==> src/hdl/bole_pkg.sv <==
// Shared types and codes for the bounded ordered list engine.
package bole_pkg;

  typedef enum logic [2:0] {
    OP_APPEND    = 3'd0,
    OP_PREPEND   = 3'd1,
    OP_INS_AFTER = 3'd2,
    OP_DEL_FRONT = 3'd3,
    OP_DEL_KEY   = 3'd4,
    OP_DEL_BACK  = 3'd5,
    OP_LIST      = 3'd6,
    OP_NONE      = 3'd7
  } op_e;

  typedef enum logic [1:0] {
    ST_OK       = 2'd0,
    ST_FULL     = 2'd1,
    ST_NOTFOUND = 2'd2,
    ST_EMPTY    = 2'd3
  } status_e;

  typedef enum logic [2:0] {
    CC_HOLD      = 3'd0,
    CC_APPEND    = 3'd1,
    CC_PREPEND   = 3'd2,
    CC_INS_AFTER = 3'd3,
    CC_DEL_FRONT = 3'd4,
    CC_DEL_KEY   = 3'd5,
    CC_ROTATE    = 3'd6
  } cell_cmd_e;

  typedef struct packed {
    op_e                operation;
    logic signed [31:0] value;
    logic signed [31:0] key;
  } in_item_t;

  typedef struct packed {
    status_e            status;
    logic signed [31:0] entry_value;
    logic [4:0]         entry_count;
    logic               last;
  } out_item_t;

  // broadcast to every cell
  typedef struct packed {
    cell_cmd_e          cmd;
    logic signed [31:0] value;
    logic signed [31:0] key;
    logic signed [31:0] head;
  } cell_ctl_t;

  // key search chain, passed from a cell to the one behind it
  typedef struct packed {
    logic seen;
    logic first;
  } link_t;

endpackage

==> src/hdl/bole_cell.sv <==
// One list position: holds an entry, compares it with the key, shifts with its neighbours.
module bole_cell (
  input  logic                clk_i,
  input  bole_pkg::cell_ctl_t ctl_i,
  input  logic signed [31:0]  left_i,
  input  logic signed [31:0]  right_i,
  input  bole_pkg::link_t     link_i,
  input  logic                valid_i,
  input  logic                at_tail_i,
  input  logic                at_slot_i,
  output logic signed [31:0]  val_o,
  output bole_pkg::link_t     link_o
);

  logic signed [31:0] val_q, val_d;
  logic               match;

  assign match        = valid_i && (val_q == ctl_i.key);
  assign link_o.seen  = link_i.seen | match;
  assign link_o.first = match & ~link_i.seen;
  assign val_o        = val_q;

  always_comb begin
    val_d = val_q;
    unique case (ctl_i.cmd)
      bole_pkg::CC_HOLD:      val_d = val_q;
      bole_pkg::CC_APPEND:    if (at_slot_i) val_d = ctl_i.value;
      bole_pkg::CC_PREPEND:   val_d = left_i;
      bole_pkg::CC_INS_AFTER: begin
        if (link_i.first) begin
          val_d = ctl_i.value;
        end else if (link_i.seen) begin
          val_d = left_i;
        end
      end
      bole_pkg::CC_DEL_FRONT: val_d = right_i;
      bole_pkg::CC_DEL_KEY:   if (link_i.seen || match) val_d = right_i;
      bole_pkg::CC_ROTATE:    val_d = at_tail_i ? ctl_i.head : right_i;
      default:                val_d = val_q;
    endcase
  end

  always_ff @(posedge clk_i) begin
    val_q <= val_d;
  end

endmodule

==> src/hdl/bounded_ordered_list_engine.sv <==
// Top level of the bounded ordered list engine: command sequencing over a row of list cells.
//
//   channel   direction  ports                         transfer when
//   command   in         start, busy, cmd_i            start high and busy low at a clock edge
//   result    out        result_valid_o, result_o      result_valid_o high at a clock edge
//
// An update registers the command, then in S_EXEC every cell compares and, where the
// command calls for it, shifts in parallel; its single result follows in the next cycle.
// List-all gives one result per cycle, entry_count results in all, by rotating the row.
// busy is high from the transfer until the last result is on the ports.
// Reset empties the list; entries need no clearing. Results cannot be held off.
module bounded_ordered_list_engine #(
  parameter int LIST_DEPTH = 16
) (
  input  logic                clk_i,
  input  logic                rst_ni,
  input  logic                start,
  output logic                busy,
  input  bole_pkg::in_item_t  cmd_i,
  output logic                result_valid_o,
  output bole_pkg::out_item_t result_o
);

  localparam int CW = $clog2(LIST_DEPTH + 1);

  typedef enum logic [2:0] {
    S_IDLE = 3'b001,
    S_EXEC = 3'b010,
    S_LIST = 3'b100
  } state_e;

  state_e              state_q, state_d;
  bole_pkg::op_e       op_q;
  logic signed [31:0]  value_q, key_q;
  logic [CW-1:0]       count_q, count_d;
  logic [CW-1:0]       idx_q, idx_d;
  bole_pkg::out_item_t res_q, res_d;
  logic                res_valid_q, res_valid_d;
  bole_pkg::cell_ctl_t ctl;
  logic                accept;
  logic                found;
  logic                empty, full;
  logic                list_last;
  logic [CW+4:0]       cnt_d_ext, cnt_q_ext;

  logic signed [31:0]  vals  [LIST_DEPTH];
  bole_pkg::link_t     links [LIST_DEPTH+1];
  logic [LIST_DEPTH-1:0] valid, at_tail, at_slot;

  assign accept         = start && (state_q == S_IDLE);
  assign busy           = (state_q != S_IDLE);
  assign result_valid_o = res_valid_q;
  assign result_o       = res_q;

  assign empty     = (count_q == '0);
  assign full      = (count_q == CW'(LIST_DEPTH));
  assign found     = links[LIST_DEPTH].seen;
  assign list_last = (idx_q == count_q - CW'(1));
  assign cnt_d_ext = {5'b0, count_d};
  assign cnt_q_ext = {5'b0, count_q};

  assign links[0] = '0;

  for (genvar i = 0; i < LIST_DEPTH; i++) begin : g_cell
    logic signed [31:0] left_v, right_v;

    assign valid[i]   = (CW'(i) < count_q);
    assign at_tail[i] = (count_q == CW'(i + 1));
    assign at_slot[i] = (count_q == CW'(i));

    if (i == 0) begin : g_first
      assign left_v = ctl.value;
    end else begin : g_mid
      assign left_v = vals[i-1];
    end
    if (i == LIST_DEPTH - 1) begin : g_end
      assign right_v = '0;
    end else begin : g_inner
      assign right_v = vals[i+1];
    end

    bole_cell u_cell (
      .clk_i     (clk_i),
      .ctl_i     (ctl),
      .left_i    (left_v),
      .right_i   (right_v),
      .link_i    (links[i]),
      .valid_i   (valid[i]),
      .at_tail_i (at_tail[i]),
      .at_slot_i (at_slot[i]),
      .val_o     (vals[i]),
      .link_o    (links[i+1])
    );
  end

  always_comb begin
    state_d     = state_q;
    count_d     = count_q;
    idx_d       = idx_q;
    res_d       = res_q;
    res_valid_d = 1'b0;
    ctl.cmd     = bole_pkg::CC_HOLD;
    ctl.value   = value_q;
    ctl.key     = key_q;
    ctl.head    = vals[0];

    unique case (state_q)
      S_IDLE: begin
        if (accept) state_d = S_EXEC;
      end
      S_EXEC: begin
        state_d           = S_IDLE;
        res_valid_d       = 1'b1;
        res_d.status      = bole_pkg::ST_OK;
        res_d.entry_value = '0;
        res_d.last        = 1'b1;
        unique case (op_q)
          bole_pkg::OP_APPEND: begin
            if (full) begin
              res_d.status = bole_pkg::ST_FULL;
            end else begin
              ctl.cmd = bole_pkg::CC_APPEND;
              count_d = count_q + CW'(1);
            end
          end
          bole_pkg::OP_PREPEND: begin
            if (full) begin
              res_d.status = bole_pkg::ST_FULL;
            end else begin
              ctl.cmd = bole_pkg::CC_PREPEND;
              count_d = count_q + CW'(1);
            end
          end
          bole_pkg::OP_INS_AFTER: begin
            if (empty) begin
              res_d.status = bole_pkg::ST_EMPTY;
            end else if (full) begin
              res_d.status = bole_pkg::ST_FULL;
            end else begin
              ctl.cmd = bole_pkg::CC_INS_AFTER;
              if (found) count_d = count_q + CW'(1);
              else       res_d.status = bole_pkg::ST_NOTFOUND;
            end
          end
          bole_pkg::OP_DEL_FRONT: begin
            if (empty) begin
              res_d.status = bole_pkg::ST_EMPTY;
            end else begin
              ctl.cmd = bole_pkg::CC_DEL_FRONT;
              count_d = count_q - CW'(1);
            end
          end
          bole_pkg::OP_DEL_KEY: begin
            if (empty) begin
              res_d.status = bole_pkg::ST_EMPTY;
            end else begin
              ctl.cmd = bole_pkg::CC_DEL_KEY;
              if (found) count_d = count_q - CW'(1);
              else       res_d.status = bole_pkg::ST_NOTFOUND;
            end
          end
          bole_pkg::OP_DEL_BACK: begin
            if (empty) res_d.status = bole_pkg::ST_EMPTY;
            else       count_d = count_q - CW'(1);
          end
          bole_pkg::OP_LIST: begin
            if (empty) begin
              res_d.status = bole_pkg::ST_EMPTY;
            end else begin
              res_valid_d = 1'b0;
              idx_d       = '0;
              state_d     = S_LIST;
            end
          end
          default: ;
        endcase
        res_d.entry_count = cnt_d_ext[4:0];
      end
      S_LIST: begin
        ctl.cmd           = bole_pkg::CC_ROTATE;
        res_valid_d       = 1'b1;
        res_d.status      = bole_pkg::ST_OK;
        res_d.entry_value = vals[0];
        res_d.entry_count = cnt_q_ext[4:0];
        res_d.last        = list_last;
        idx_d             = idx_q + CW'(1);
        if (list_last) state_d = S_IDLE;
      end
      default: state_d = S_IDLE;
    endcase
  end

  always_ff @(posedge clk_i or negedge rst_ni) begin
    if (!rst_ni) begin
      state_q     <= S_IDLE;
      count_q     <= '0;
      idx_q       <= '0;
      res_valid_q <= 1'b0;
    end else begin
      state_q     <= state_d;
      count_q     <= count_d;
      idx_q       <= idx_d;
      res_valid_q <= res_valid_d;
    end
  end

  always_ff @(posedge clk_i) begin
    res_q <= res_d;
    if (accept) begin
      op_q    <= cmd_i.operation;
      value_q <= cmd_i.value;
      key_q   <= cmd_i.key;
    end
  end

  a_count_bound: assert property (@(posedge clk_i) disable iff (!rst_ni)
    count_q <= CW'(LIST_DEPTH))
    else $error("entry count beyond depth");

  a_accept_exec: assert property (@(posedge clk_i) disable iff (!rst_ni)
    accept |=> state_q == S_EXEC)
    else $error("accepted command not executed");

  a_last_idle: assert property (@(posedge clk_i) disable iff (!rst_ni)
    (res_valid_q && res_q.last) |-> state_q == S_IDLE)
    else $error("final result while still busy");

  a_more_list: assert property (@(posedge clk_i) disable iff (!rst_ni)
    (res_valid_q && !res_q.last) |-> state_q == S_LIST)
    else $error("non-final result outside listing");

endmodule

==> config.mk <==
export PLATFORM = sky130hd
export DESIGN_NAME = bounded_ordered_list_engine
export DESIGN_NICKNAME = d
export VERILOG_FILES = /design/src/hdl/bole_pkg.sv /design/src/hdl/bole_cell.sv /design/src/hdl/bounded_ordered_list_engine.sv
export SDC_FILE = /design/constraint.sdc
export NUM_CORES = 2
export LEC_CHECK = 0
export ABC_AREA = 1
export ABC_CLOCK_PERIOD_IN_PS = 5300
export BUFFER_PORTS_ARGS = -buffer_cell sky130_fd_sc_hd__buf_2
export CAP_MARGIN = 20
export CORE_ASPECT_RATIO = 1.75
export CORE_UTILIZATION = 35
export CTS_BUF_LIST = sky130_fd_sc_hd__clkbuf_4 sky130_fd_sc_hd__clkbuf_8
export CTS_CLUSTER_DIAMETER = 120
export CTS_CLUSTER_SIZE = 12
export DETAILED_ROUTE_END_ITERATION = 7
export MAX_ROUTING_LAYER = met4
export PLACE_DENSITY_LB_ADDON = 0.1
export SETUP_SLACK_MARGIN = 0.15
export SLEW_MARGIN = 20
export SYNTH_ARGS = -nofsm -noshare
export SYNTH_HDL_FRONTEND = slang
export SYNTH_HIERARCHICAL = 1
export SYNTH_SLANG_ARGS = --single-unit
==> constraint.sdc <==
create_clock -name clk_i -period 5.3 [get_ports clk_i]
set_clock_uncertainty 0.2 [all_clocks]
set_input_delay 0.265 -clock clk_i [delete_from_list [all_inputs] [get_ports clk_i]]
set_output_delay 0.265 -clock clk_i [all_outputs]
set_load 0.03 [all_outputs]
==> run summary <==
Post-place instance area: 56270 um^2
Synth-to-Final Area Change: 16.96%
Final clock period utilization by the worst path: 0.9602
Post-Place Cells: 8875
Fillers: 15070
Final setup viols: 0
Aggregate global-route resource usage: 0.3939
Clock sink count: 633
Number of top-level design ports: 112
Overflow left after global routing: 0
Worst setup SP type: register
CTS tree: built
Final cell count without fillers: 9107
Core area: 143400 um^2
Endpoint kind of the worst setup timing path: register
Wire length on met2: 141700 um
CP max stage cell: sky130_fd_sc_hd__nor3_1
Total wire length: 278700 um
Slew Limit Fails: 0
Total power density per cell area: 396.3 nW/um^2
Max-Cap Viols: 0
Netlist area before placement: 50500 um^2
Vias in the first global route: 50090
Multi-input gate area: 24400 um^2
Measured slew at the worst slew-check pin: 1151 ps
Num CTS Buffers: 58
Top routing layer in use: met4
Flip-flop and latch area: 18940 um^2
Upper clock frequency limit: 0.1965 GHz
Failing checks: hold timing
Maximum fanout encountered on the critical timing path: 32
Status: complete, but fails checks
Final design instance area without fill: 59060 um^2
Peak supply drop: 0.0002008 V
Wire length of the first global-routing pass: 391000 um
Mapped Avg Cell Area: 7.700 um^2
Initial cell density of the core: 0.3521
Cell-by-cell listing of the critical path: buf_4, buf_4, buf_4, o21ai_0, nor2_1, nand4_1, nor2_1, nand3_1, nor3_1, nor3_1, nor3_1, nand2_1, inv_1, buf_4
Slew margin rel.: 0.2325
Worst path top cell family by delay: simple AND/OR/NAND/NOR gates
Die height: 504.5 um
Count of port buffers added during placement: 111
Die Footprint: 145900 um^2
Detailed-route vias per instance: 5.547
Crit path largest cell delay: 630 ps
Number of DRC violations after detailed routing: 0
CTS Root Buffer Type: sky130_fd_sc_hd__clkbuf_8
Vias post-DR: 50520
Row count: 184
CTS clock-pin slew for the worst setup and hold paths: 100 ps
Path type of the worst setup path: register to register
Crit path required time: 5610 ps
Die width: 289.1 um
Worst EP arrival: 5390 ps
Met1 Wirelength: 83660 um
WL/cell: 30.60 um
Final sum of negative setup slack: 0 ps
Final antenna-violating net count: 0
First-pass detailed-route iteration total: 6
Pin count of the biggest net entering global routing: 74
Number of buffer and inverter stages on the critical path: 5
Post-DP HPWL: 220700 um
Number of hold-slack violations in the final timing report: 3
Final worst path period need: 5089 ps
Routability congestion estimate from global placement: 1.085
Number of DRC violations after detailed-routing iteration 0: 4518
Most prevalent standard cell on the critical path: sky130_fd_sc_hd__buf_4
YS warnings: 6
Initial antenna violation count: 16
Number of buffers on the longest clock path: 3
Worst min path class: input pin to register
Routed wl met3: 13530 um
Skew-Pair Late Insertion Delay: 890 ps
Ratio of cells with drive above 1 in the final layout: 0.1874
CTS H-tree depth: 2
Post-synthesis cell count: 6558
Setup repair after global routing missed its margin: false
Count of nets after finishing: 7293
Worst hold slack after final layout: -9.197 ps
Leak: 0.02810 uW
-- power breakdown --
part           internal [uW]  switching [uW]
Clock                   1080            2040
Sequential              7080            1410
Combinational           3820            7970
Total                  12000           11400
-- registers in the layout, summed over array words and instances (netlist names), 3 cells and up --
| register | count |
|---|---|
| op_q | 3 |
| g_cell.left_v | 32 |
| key_q | 32 |
| g_cell.u_cell/val_o | 512 |
| count_q | 5 |
| state_q | 3 |
| idx_q | 5 |
| result_o | 40 |
-- cells in the final DEF (no fill, tap or decap), drive strengths merged --
cell and instances:
nand3 221, nand2 1788, nand4 140, o211ai 513, nor4 16, dfstp 1, nand3b 30, diode 15
a21oi 32, buf 657, a22oi 512, o221ai 1, o21a 16, dfrtp 13, nor2 423, nor3 101
ha 6, clkbuf 71, clkinv 2, o22ai 1, a21boi 6, inv 1571, xnor2 130, conb 38
o21ai 128, edfxtp 619, clkinvlp 3, xor2 34, a311oi 1, nor3b 15, a31oi 2, dlygate4sd3 124
or2 17
-- worst paths after layout --
kind | from | to | slack (ps) | depth (start not counted)
worst min-delay path | cmd_i[10] | key_q[10]$_DFFE_PP_ | -9 | 2
worst min register to register | idx_q[3]$_DFFE_PN0P_ | idx_q[3]$_DFFE_PN0P_ | 330 | 1
worst max register to register | key_q[31]$_DFFE_PP_ | g_cell[5].u_cell/val_o[12]$_DFFE_PP_ | 210 | 14
worst max-delay path | key_q[31]$_DFFE_PP_ | g_cell[5].u_cell/val_o[12]$_DFFE_PP_ | 210 | 14
max in group asynchronous | rst_ni | count_q[4]$_DFF_PN0_ | 3190 | 4
min in group asynchronous | rst_ni | state_q[0]$_DFFE_PN1P_ | 430 | 3
-- through the flow --
| stage | power, uW | worst slack (ps) | util |
|---|---|---|---|
| 6_report | 23410 | 210.8 | 0.4118 |
| 5_1_grt | 24320 | 113.8 | 0.4118 |
| 4_1_cts | 23070 | 160.2 | 0.4098 |
| 3_5_place_dp | 19700 | -193.6 | 0.3923 |
| 3_3_place_gp | 19600 | -268.3 | 0.3923 |
| 2_1_floorplan | 14210 | 262.7 | - |
-- worst register-to-register path, stage by stage (launching register included) --
cell and delay [ps]:
sky130_fd_sc_hd__edfxtp_1 330, sky130_fd_sc_hd__buf_4 160, sky130_fd_sc_hd__buf_4 200, sky130_fd_sc_hd__buf_4 410, sky130_fd_sc_hd__o21ai_0 450, sky130_fd_sc_hd__nor2_1 220
sky130_fd_sc_hd__nand4_1 90, sky130_fd_sc_hd__nor2_1 600, sky130_fd_sc_hd__nand3_1 420, sky130_fd_sc_hd__nor3_1 630, sky130_fd_sc_hd__nor3_1 130, sky130_fd_sc_hd__nor3_1 280
sky130_fd_sc_hd__nand2_1 80, sky130_fd_sc_hd__inv_1 50, sky130_fd_sc_hd__buf_4 430
-- timing repair --
action	in CTS	in global routing
buffers inserted	6	6
endpoints found under the setup margin	167	279
pin swaps	10	9
endpoints found under the hold margin	87	0
gates cloned	3	0
gates resized for setup	54	42
hold buffers	124	0
-- routing by layer --
metal  up-vias  track usage
li1      22860            -
met1     24110       0.3417
met2      2373       0.6763
met3      1183      0.06070
met4         0       0.4455
met5         -            -
-- cell type report --
class,instances,area share
Sequential cell,633,0.3207
Multi-Input combinational cell,4171,0.4132
Inverter,1572,0.1001
Clock inverter,4,0.0004661
Tap cell,1860,0.03940
Antenna cell,15,0.0006355
Clock buffer,71,0.01517
Timing Repair Buffer,781,0.1103
Note: power is estimated with default switching activity, not from simulation.
